==> config.mk <==
export PLATFORM = sky130hd
export DESIGN_NAME = event_ring_queue_with_push_front
export DESIGN_NICKNAME = d
export VERILOG_FILES = /design/src/hw/rtl/erq_pkg.sv /design/src/hw/rtl/erq_ptr.sv /design/src/hw/rtl/event_ring_queue_with_push_front.sv
export SDC_FILE = /design/constraint.sdc
export NUM_CORES = 1
export LEC_CHECK = 0
export BUFFER_PORTS_ARGS = -buffer_cell sky130_fd_sc_hd__buf_2
export CELL_PAD_IN_SITES_DETAIL_PLACEMENT = 0
export CELL_PAD_IN_SITES_GLOBAL_PLACEMENT = 1
export CORE_ASPECT_RATIO = 1.1
export CORE_MARGIN = 1
export CORE_UTILIZATION = 51
export CTS_BUF_LIST = sky130_fd_sc_hd__clkbuf_8
export CTS_CLUSTER_DIAMETER = 150
export CTS_CLUSTER_SIZE = 16
export DETAILED_ROUTE_END_ITERATION = 8
export PLACE_DENSITY_LB_ADDON = 0.1
export SYNTH_ARGS = -nofsm -noshare
export SYNTH_HDL_FRONTEND = slang
export SYNTH_SLANG_ARGS = --single-unit
==> constraint.sdc <==
create_clock -name aclk -period 7.5 [get_ports aclk]
set_input_delay 0.375 -clock aclk [delete_from_list [all_inputs] [get_ports aclk]]
set_output_delay 0.375 -clock aclk [all_outputs]
set_load 0.005 [all_outputs]
==> src/hw/rtl/erq_pkg.sv <==
// Shared types and constants for the event ring queue.
`timescale 1ns / 1ps

package erq_pkg;

    // Default number of slots in the queue.
    localparam int DEF_QUEUE_DEPTH = 16;

    // Width of one stored event code.
    localparam int EVENT_W = 8;

    // Width of the operation code carried on the input tuser.
    localparam int OP_W = 2;

    // Bits of the result tuser: push_dropped, then pop_empty.
    localparam int OUT_USER_W = 2;

    typedef enum logic [OP_W-1:0] {
        OP_PUSH_TAIL = 2'd0,
        OP_PUSH_HEAD = 2'd1,
        OP_POP       = 2'd2,
        OP_FLUSH     = 2'd3
    } op_t;

    // Memory strobes and status flags for one operation.
    typedef struct packed {
        logic wr_en;
        logic rd_en;
        logic push_dropped;
        logic pop_empty;
    } erq_ctl_t;

endpackage

==> src/hw/rtl/erq_ptr.sv <==
// Head, tail and occupancy registers of the event ring queue.
`timescale 1ns / 1ps

module erq_ptr #(
    parameter int QUEUE_DEPTH = erq_pkg::DEF_QUEUE_DEPTH,
    parameter int IDX_W       = $clog2(QUEUE_DEPTH),
    parameter int OCC_W       = $clog2(QUEUE_DEPTH + 1)
) (
    input  logic             aclk,
    input  logic             aresetn,
    input  logic             req_fire,
    input  erq_pkg::op_t     req_op,
    output erq_pkg::erq_ctl_t ctl,
    output logic [IDX_W-1:0] mem_addr,
    output logic [OCC_W-1:0] occupancy_next
);
    import erq_pkg::*;

    localparam logic [IDX_W-1:0] LAST_SLOT = IDX_W'(QUEUE_DEPTH - 1);
    localparam logic [OCC_W-1:0] FULL_CNT  = OCC_W'(QUEUE_DEPTH);

    logic [IDX_W-1:0] head_reg, head_next;
    logic [IDX_W-1:0] tail_reg, tail_next;
    logic [OCC_W-1:0] count_reg, count_next;
    logic             full;
    logic             empty;

    function automatic logic [IDX_W-1:0] next_slot(input logic [IDX_W-1:0] idx);
        return (idx == LAST_SLOT) ? '0 : idx + IDX_W'(1);
    endfunction

    function automatic logic [IDX_W-1:0] prev_slot(input logic [IDX_W-1:0] idx);
        return (idx == '0) ? LAST_SLOT : idx - IDX_W'(1);
    endfunction

    assign full  = (count_reg == FULL_CNT);
    assign empty = (count_reg == '0);

    always_comb begin
        head_next  = head_reg;
        tail_next  = tail_reg;
        count_next = count_reg;
        ctl        = '0;
        mem_addr   = tail_reg;
        unique case (req_op)
            OP_PUSH_TAIL: begin
                if (full) begin
                    ctl.push_dropped = 1'b1;
                end else begin
                    ctl.wr_en  = 1'b1;
                    mem_addr   = tail_reg;
                    tail_next  = next_slot(tail_reg);
                    count_next = count_reg + OCC_W'(1);
                end
            end
            OP_PUSH_HEAD: begin
                if (full) begin
                    ctl.push_dropped = 1'b1;
                end else begin
                    // The new head slot is the one just before the current head.
                    ctl.wr_en  = 1'b1;
                    mem_addr   = prev_slot(head_reg);
                    head_next  = prev_slot(head_reg);
                    count_next = count_reg + OCC_W'(1);
                end
            end
            OP_POP: begin
                if (empty) begin
                    ctl.pop_empty = 1'b1;
                end else begin
                    ctl.rd_en  = 1'b1;
                    mem_addr   = head_reg;
                    head_next  = next_slot(head_reg);
                    count_next = count_reg - OCC_W'(1);
                end
            end
            OP_FLUSH: begin
                head_next  = '0;
                tail_next  = '0;
                count_next = '0;
            end
            default: begin
                head_next = head_reg;
            end
        endcase
    end

    assign occupancy_next = count_next;

    always_ff @(posedge aclk) begin
        if (!aresetn) begin
            head_reg  <= '0;
            tail_reg  <= '0;
            count_reg <= '0;
        end else if (req_fire) begin
            head_reg  <= head_next;
            tail_reg  <= tail_next;
            count_reg <= count_next;
        end
    end

endmodule

==> src/hw/rtl/event_ring_queue_with_push_front.sv <==
// Top level of the event ring queue with push at the head.
`timescale 1ns / 1ps

// The event ring queue stores byte-wide event codes in a circular buffer held
// in a synchronous memory with a registered read.
// Each request on the slave stream is one operation: the code on s_axis_tuser
// selects push at the tail, push at the head (served next), pop from the head
// or flush, and s_axis_tdata carries the event code for either push.
// Every request gives exactly one result on the master stream: the popped
// event (zero unless a pop succeeded) and the occupancy after the operation
// on m_axis_tdata, and the push-dropped and pop-empty flags on m_axis_tuser.
// A push into a full queue leaves it unchanged; a pop from an empty queue
// returns zero and leaves it unchanged.
// An accepted request first has its memory read and stage one registered,
// then moves to the output register, where its result becomes valid.
// One request can be accepted every cycle; the pointers and the occupancy are
// updated at acceptance, so a pop right after a push reads the written slot.
// When the receiver stalls, the output register holds its result and the
// read-data stage behind it fills; s_axis_tready then falls until the output
// moves on, so no result is ever lost or overwritten.
// Reset empties the queue and both pipeline stages and holds s_axis_tready low;
// the memory is not cleared, as a slot is only ever read after it was written.
module event_ring_queue_with_push_front #(
    parameter int QUEUE_DEPTH = erq_pkg::DEF_QUEUE_DEPTH,
    parameter int OCC_W       = $clog2(QUEUE_DEPTH + 1),
    parameter int OUT_DATA_W  = ((erq_pkg::EVENT_W + OCC_W + 7) / 8) * 8
) (
    input  logic                           aclk,
    input  logic                           aresetn,
    // Request stream.
    input  logic                           s_axis_tvalid,
    output logic                           s_axis_tready,
    input  logic [erq_pkg::EVENT_W-1:0]    s_axis_tdata,  // [7:0] event_value
    input  logic [erq_pkg::OP_W-1:0]       s_axis_tuser,  // [1:0] op
    // Result stream.
    output logic                           m_axis_tvalid,
    input  logic                           m_axis_tready,
    output logic [OUT_DATA_W-1:0]          m_axis_tdata,  // [7:0] popped_value,
                                                          // then occupancy,
                                                          // zero padding on top
    output logic [erq_pkg::OUT_USER_W-1:0] m_axis_tuser   // [0] push_dropped,
                                                          // [1] pop_empty
);
    import erq_pkg::*;

    localparam int IDX_W = $clog2(QUEUE_DEPTH);

    erq_ctl_t         ctl;
    logic [IDX_W-1:0] mem_addr;
    logic [OCC_W-1:0] occupancy_next;
    logic             req_fire;
    logic             s1_move;

    // Event storage, written and read at the address given by the pointers.
    logic [EVENT_W-1:0] event_mem [QUEUE_DEPTH];
    logic [EVENT_W-1:0] rd_data_reg;

    // Stage one: the operation's result while the memory read completes.
    logic             s1_valid_reg;
    logic             s1_pop_reg;
    logic [OCC_W-1:0] s1_occ_reg;
    logic             s1_dropped_reg;
    logic             s1_empty_reg;

    // Output register.
    logic               out_valid_reg;
    logic [EVENT_W-1:0] out_value_reg;
    logic [OCC_W-1:0]   out_occ_reg;
    logic               out_dropped_reg;
    logic               out_empty_reg;

    assign s1_move       = s1_valid_reg && (!out_valid_reg || m_axis_tready);
    assign s_axis_tready = aresetn && (!s1_valid_reg || s1_move);
    assign req_fire      = s_axis_tvalid && s_axis_tready;

    erq_ptr #(
        .QUEUE_DEPTH (QUEUE_DEPTH),
        .IDX_W       (IDX_W),
        .OCC_W       (OCC_W)
    ) u_ptr (
        .aclk           (aclk),
        .aresetn        (aresetn),
        .req_fire       (req_fire),
        .req_op         (op_t'(s_axis_tuser)),
        .ctl            (ctl),
        .mem_addr       (mem_addr),
        .occupancy_next (occupancy_next)
    );

    always_ff @(posedge aclk) begin
        if (req_fire && ctl.wr_en) begin
            event_mem[mem_addr] <= s_axis_tdata;
        end
    end

    // The read data stays put until the next pop is accepted, which cannot
    // happen while stage one still waits for the output register.
    always_ff @(posedge aclk) begin
        if (req_fire && ctl.rd_en) begin
            rd_data_reg <= event_mem[mem_addr];
        end
    end

    always_ff @(posedge aclk) begin
        if (!aresetn) begin
            s1_valid_reg <= 1'b0;
        end else if (req_fire) begin
            s1_valid_reg <= 1'b1;
        end else if (s1_move) begin
            s1_valid_reg <= 1'b0;
        end
    end

    always_ff @(posedge aclk) begin
        if (req_fire) begin
            s1_pop_reg     <= ctl.rd_en;
            s1_occ_reg     <= occupancy_next;
            s1_dropped_reg <= ctl.push_dropped;
            s1_empty_reg   <= ctl.pop_empty;
        end
    end

    always_ff @(posedge aclk) begin
        if (!aresetn) begin
            out_valid_reg <= 1'b0;
        end else if (s1_move) begin
            out_valid_reg <= 1'b1;
        end else if (m_axis_tready) begin
            out_valid_reg <= 1'b0;
        end
    end

    always_ff @(posedge aclk) begin
        if (s1_move) begin
            out_value_reg   <= s1_pop_reg ? rd_data_reg : '0;
            out_occ_reg     <= s1_occ_reg;
            out_dropped_reg <= s1_dropped_reg;
            out_empty_reg   <= s1_empty_reg;
        end
    end

    assign m_axis_tvalid = out_valid_reg;
    assign m_axis_tdata  = OUT_DATA_W'({out_occ_reg, out_value_reg});
    assign m_axis_tuser  = {out_empty_reg, out_dropped_reg};

endmodule

==> results_dict.tcl <==
set metrics [dict create \
    cts-root-buf "clkbuf_8" \
    ant_nets 0 \
    worstSetupPathType "register to register" \
    sum_of_buffers_and_inverters_on_the_critical_path 1 \
    report.final.setup_viol 0 \
    syn2layout_area_growth_pct 8.866 \
    clock-sinks 174 \
    synth_enable_flop_cells 159 \
    final_total_negative_setup_slack_ns 0 \
    fin_total_pwr_w 0.002008 \
    pre_cts_slack_ns 3.454 \
    initial_utilization 0.5208 \
    design.die.area_mm2 0.01518 \
    power_density_mw_per_mm2 246.1 \
    timing_hold_violations_final 0 \
    ctsResizeCount 0 \
    portion_of_the_post_synthesis_area_used_by_sequential_elements 0.6772 \
    ys_async_sr_fraction 0 \
    critical_path_launch_point_type "register" \
    worst_ep_required_time_ns 7.71 \
    cts_hold_buffers 0 \
    critical_path.top_delay_family "simple AND/OR/NAND/NOR gates" \
    yosys_most_used_dff "edfxtp_1" \
    max_freq_mhz 245.4 \
    final.hold.worst_slack_ns 0.1574 \
    placed_wire_length_estimate_mm 12.00 \
    core_area_mm2 0.01439 \
    fin_nets 607 \
    leading_cell_type_in_the_layout_fill_and_taps_excluded "edfxtp_1" \
    tritoncts "done" \
    htree_num_levels 4 \
    unrepaired_setup_endpoints_after_global_routing "no" \
    cap_violations 0 \
    cts.reportedPaths.clkPinSlew_ns 0.09 \
    hold_start "s_axis_tvalid" \
    finalClockSkew_ns 0.01404 \
    dr_total_vias 4826 \
    run_status "finished clean" \
    grt_first_pass_wirelength_mm 27.42 \
    final_min_period_over_clock_period 0.5434 \
    count_of_warnings_emitted_by_yosys 0 \
    combined_area_of_the_multi_input_logic_cells_mm2 0.002180 \
    total_switching_power_w 0.0005182 \
    timing.critical_path.slowest_cell_delay_ns 1.12 \
    largest_register_ffs 128 \
    power.switching_fraction 0.2581 \
    initialDrtViolationCount 566 \
    yosys.area.top_type_share 0.6372 \
    synth_largest_area_cell "edfxtp_1" \
    synth_seq_cells 174 \
    drt-total-wl_mm 17.99 \
    grt_usage 0.2494 \
    antenna_found_initial 1 \
    layout.area.seq_mm2 0.005075 \
    die-height_um 129.1 \
    ir_drop_mv 0.1529 \
    drt_first_pass_iters 5 \
    gpl.final_weighted_congestion 0.8676 \
    internal_power_w 0.001490 \
    crit_path_cell_trace "inv_1 -> ha_1 -> nor4b_4 -> or3_1 -> o211a_1 -> mux2i_1 -> a221oi_1 -> or4_1" \
    final_area_mm2 0.008158 \
    setup_slack_ns 3.424 \
    core.rowCount 46 \
    min-delay-path-class "input pin to register" \
    timing.critical_path.to_type "register" \
    worst-slew-pin-transition_ns 1.275 \
    wl_per_cell_um 22.80 \
    ys_top_cells_by_area "edfxtp_1, a221oi_1, dfxtp_1" \
    io_pins 34 \
    final_cell_mix "edfxtp_1, nand2_1, a21oi_1" \
    worst-endpoint-arrival_ns 4.29 \
    via_count_of_the_first_global_routing_pass 4713 \
    synth.distinct_cells 60 \
    die_x_extent_um 117.6 \
    startpoint_of_the_most_critical_register_to_register_path "u_ptr.count_reg[0]" \
    drive_gt1_frac 0.1309 \
    clkPwrFrac 0.344 \
    synth.cell_area_mm2 0.007493 \
    placement.cell_area_mm2 0.007731 \
    num-fill-cells 1191 \
    final_global_route_overflow_total 0 \
    worst_slew_margin_rel 0.1503 \
    post_cts_setup_driven_buffer_insertion_count 0 \
    crit_fanout 37 \
    final_report_max_slew_violation_count 0 \
    syn_avg_cell_area_um2 13.15 \
    finalWorstPathRequiredPeriod_ns 4.076 \
    vias_per_cell 6.117 \
    grt_start_max_net_pins 62 \
    cpMaxStageDelayCell "o211a_1" \
    combinationalPowerShare 0.109 \
    synthesis.instances 570 \
    port_buffers 30 \
    power.share.sequential 0.547 \
    remaining_drc_errors 0 \
    leakage_power_summed_over_all_cells_nw 2.769 \
    crit_path_start "u_ptr.count_reg[0]" \
    clock_tree.buffer_depth 2 \
    clk-insertion-delay-late_ns 0.47 \
    numCtsBuffers 17 \
]
-- cells in the mapped netlist, types with 2 or more instances --
cell	n
or2_1	2
nor2_1	42
nand3_1	4
and2_1	9
and3_1	32
edfxtp_1	159
o211ai_1	2
a22oi_1	4
nor3b_1	2
dfxtp_1	15
inv_2	2
a21oi_1	46
a221oi_1	36
o31ai_1	4
nor3_1	7
buf_4	9
a221o_1	2
inv_1	10
nand2_1	51
buf_2	10
o221ai_1	2
or3_1	2
xor2_1	2
clkbuf_1	22
mux2i_1	4
a21o_1	3
or4_1	8
nor2b_1	2
nand2b_1	3
a211oi_1	30
ha_1	10
o21ai_0	6
-- cell type report --
| cell class | instances | area share |
|---|---|---|
| timing repair buffer | 35 | 0.02301 |
| tap | 192 | 0.02945 |
| antenna | 1 | 0.0003067 |
| clock buffer | 17 | 0.02868 |
| sequential | 174 | 0.6221 |
| inverter | 13 | 0.005982 |
| clock inverter | 15 | 0.02331 |
| multi-input combinational | 342 | 0.2672 |
-- final timing paths --
check              endpoint  slack (ns)  cells past startpoint
max          rd_data_reg[6]        3.42                      8
min            s1_valid_reg        0.16                      3
max reg2reg  rd_data_reg[6]        3.42                      8
min reg2reg  out_occ_reg[2]        0.43                      0
-- power by group through the flow --
stage	registers [W]	clock network (W)	logic, W
global route	0.00110	0.000739	0.000239
CTS	0.00110	0.000700	0.000217
floorplan	0.00111	0	0.000155
global placement	0.00112	0	0.000215
detailed placement	0.00112	0	0.000217
finish	0.00110	0.000692	0.000218
-- per-stage QoR --
stage | instances | util
2_1_floorplan | 572 | -
3_3_place_gp | 756 | 0.5373
3_5_place_dp | 756 | 0.5373
4_1_cts | 788 | 0.5668
5_1_grt | 788 | 0.5668
6_report | 789 | 0.5670
-- worst reg2reg max path: cells and delay by family, from the launching register on --
family,cells,cell delay (ns)
AO/OA/AOI/OAI,2,1.23
adder cells (fa/ha/maj),1,0.23
buffers and inverters,1,0.18
flip-flops,1,0.38
multiplexers,1,0.30
AND/OR/NAND/NOR,3,1.49
-- kinds of logic (layout without fill, tap and decap cells) --
family / after synthesis / in the layout / share of synthesized area
DFF: 174 / 174 / 0.6772
and+or+nand+nor: 174 / 174 / 0.1192
AOI/OAI and AO/OA: 148 / 148 / 0.1416
buffers and inverters: 56 / 80 / 0.03523
adders and majority gates: 10 / 10 / 0.01670
muxes: 5 / 5 / 0.007180
xor gates and xnor gates: 2 / 2 / 0.002338
other: 1 / 4 / 0.0005004
-- routing by layer --
layer	wire, µm	GRT usage	vias to the layer above
met5	0	0	-
met4	648	0.1086	0
met3	905	0.04886	48
met2	9310	0.4462	189
met1	7128	0.2956	2354
li1	-	-	2235
(Power assumes the default switching activity.)
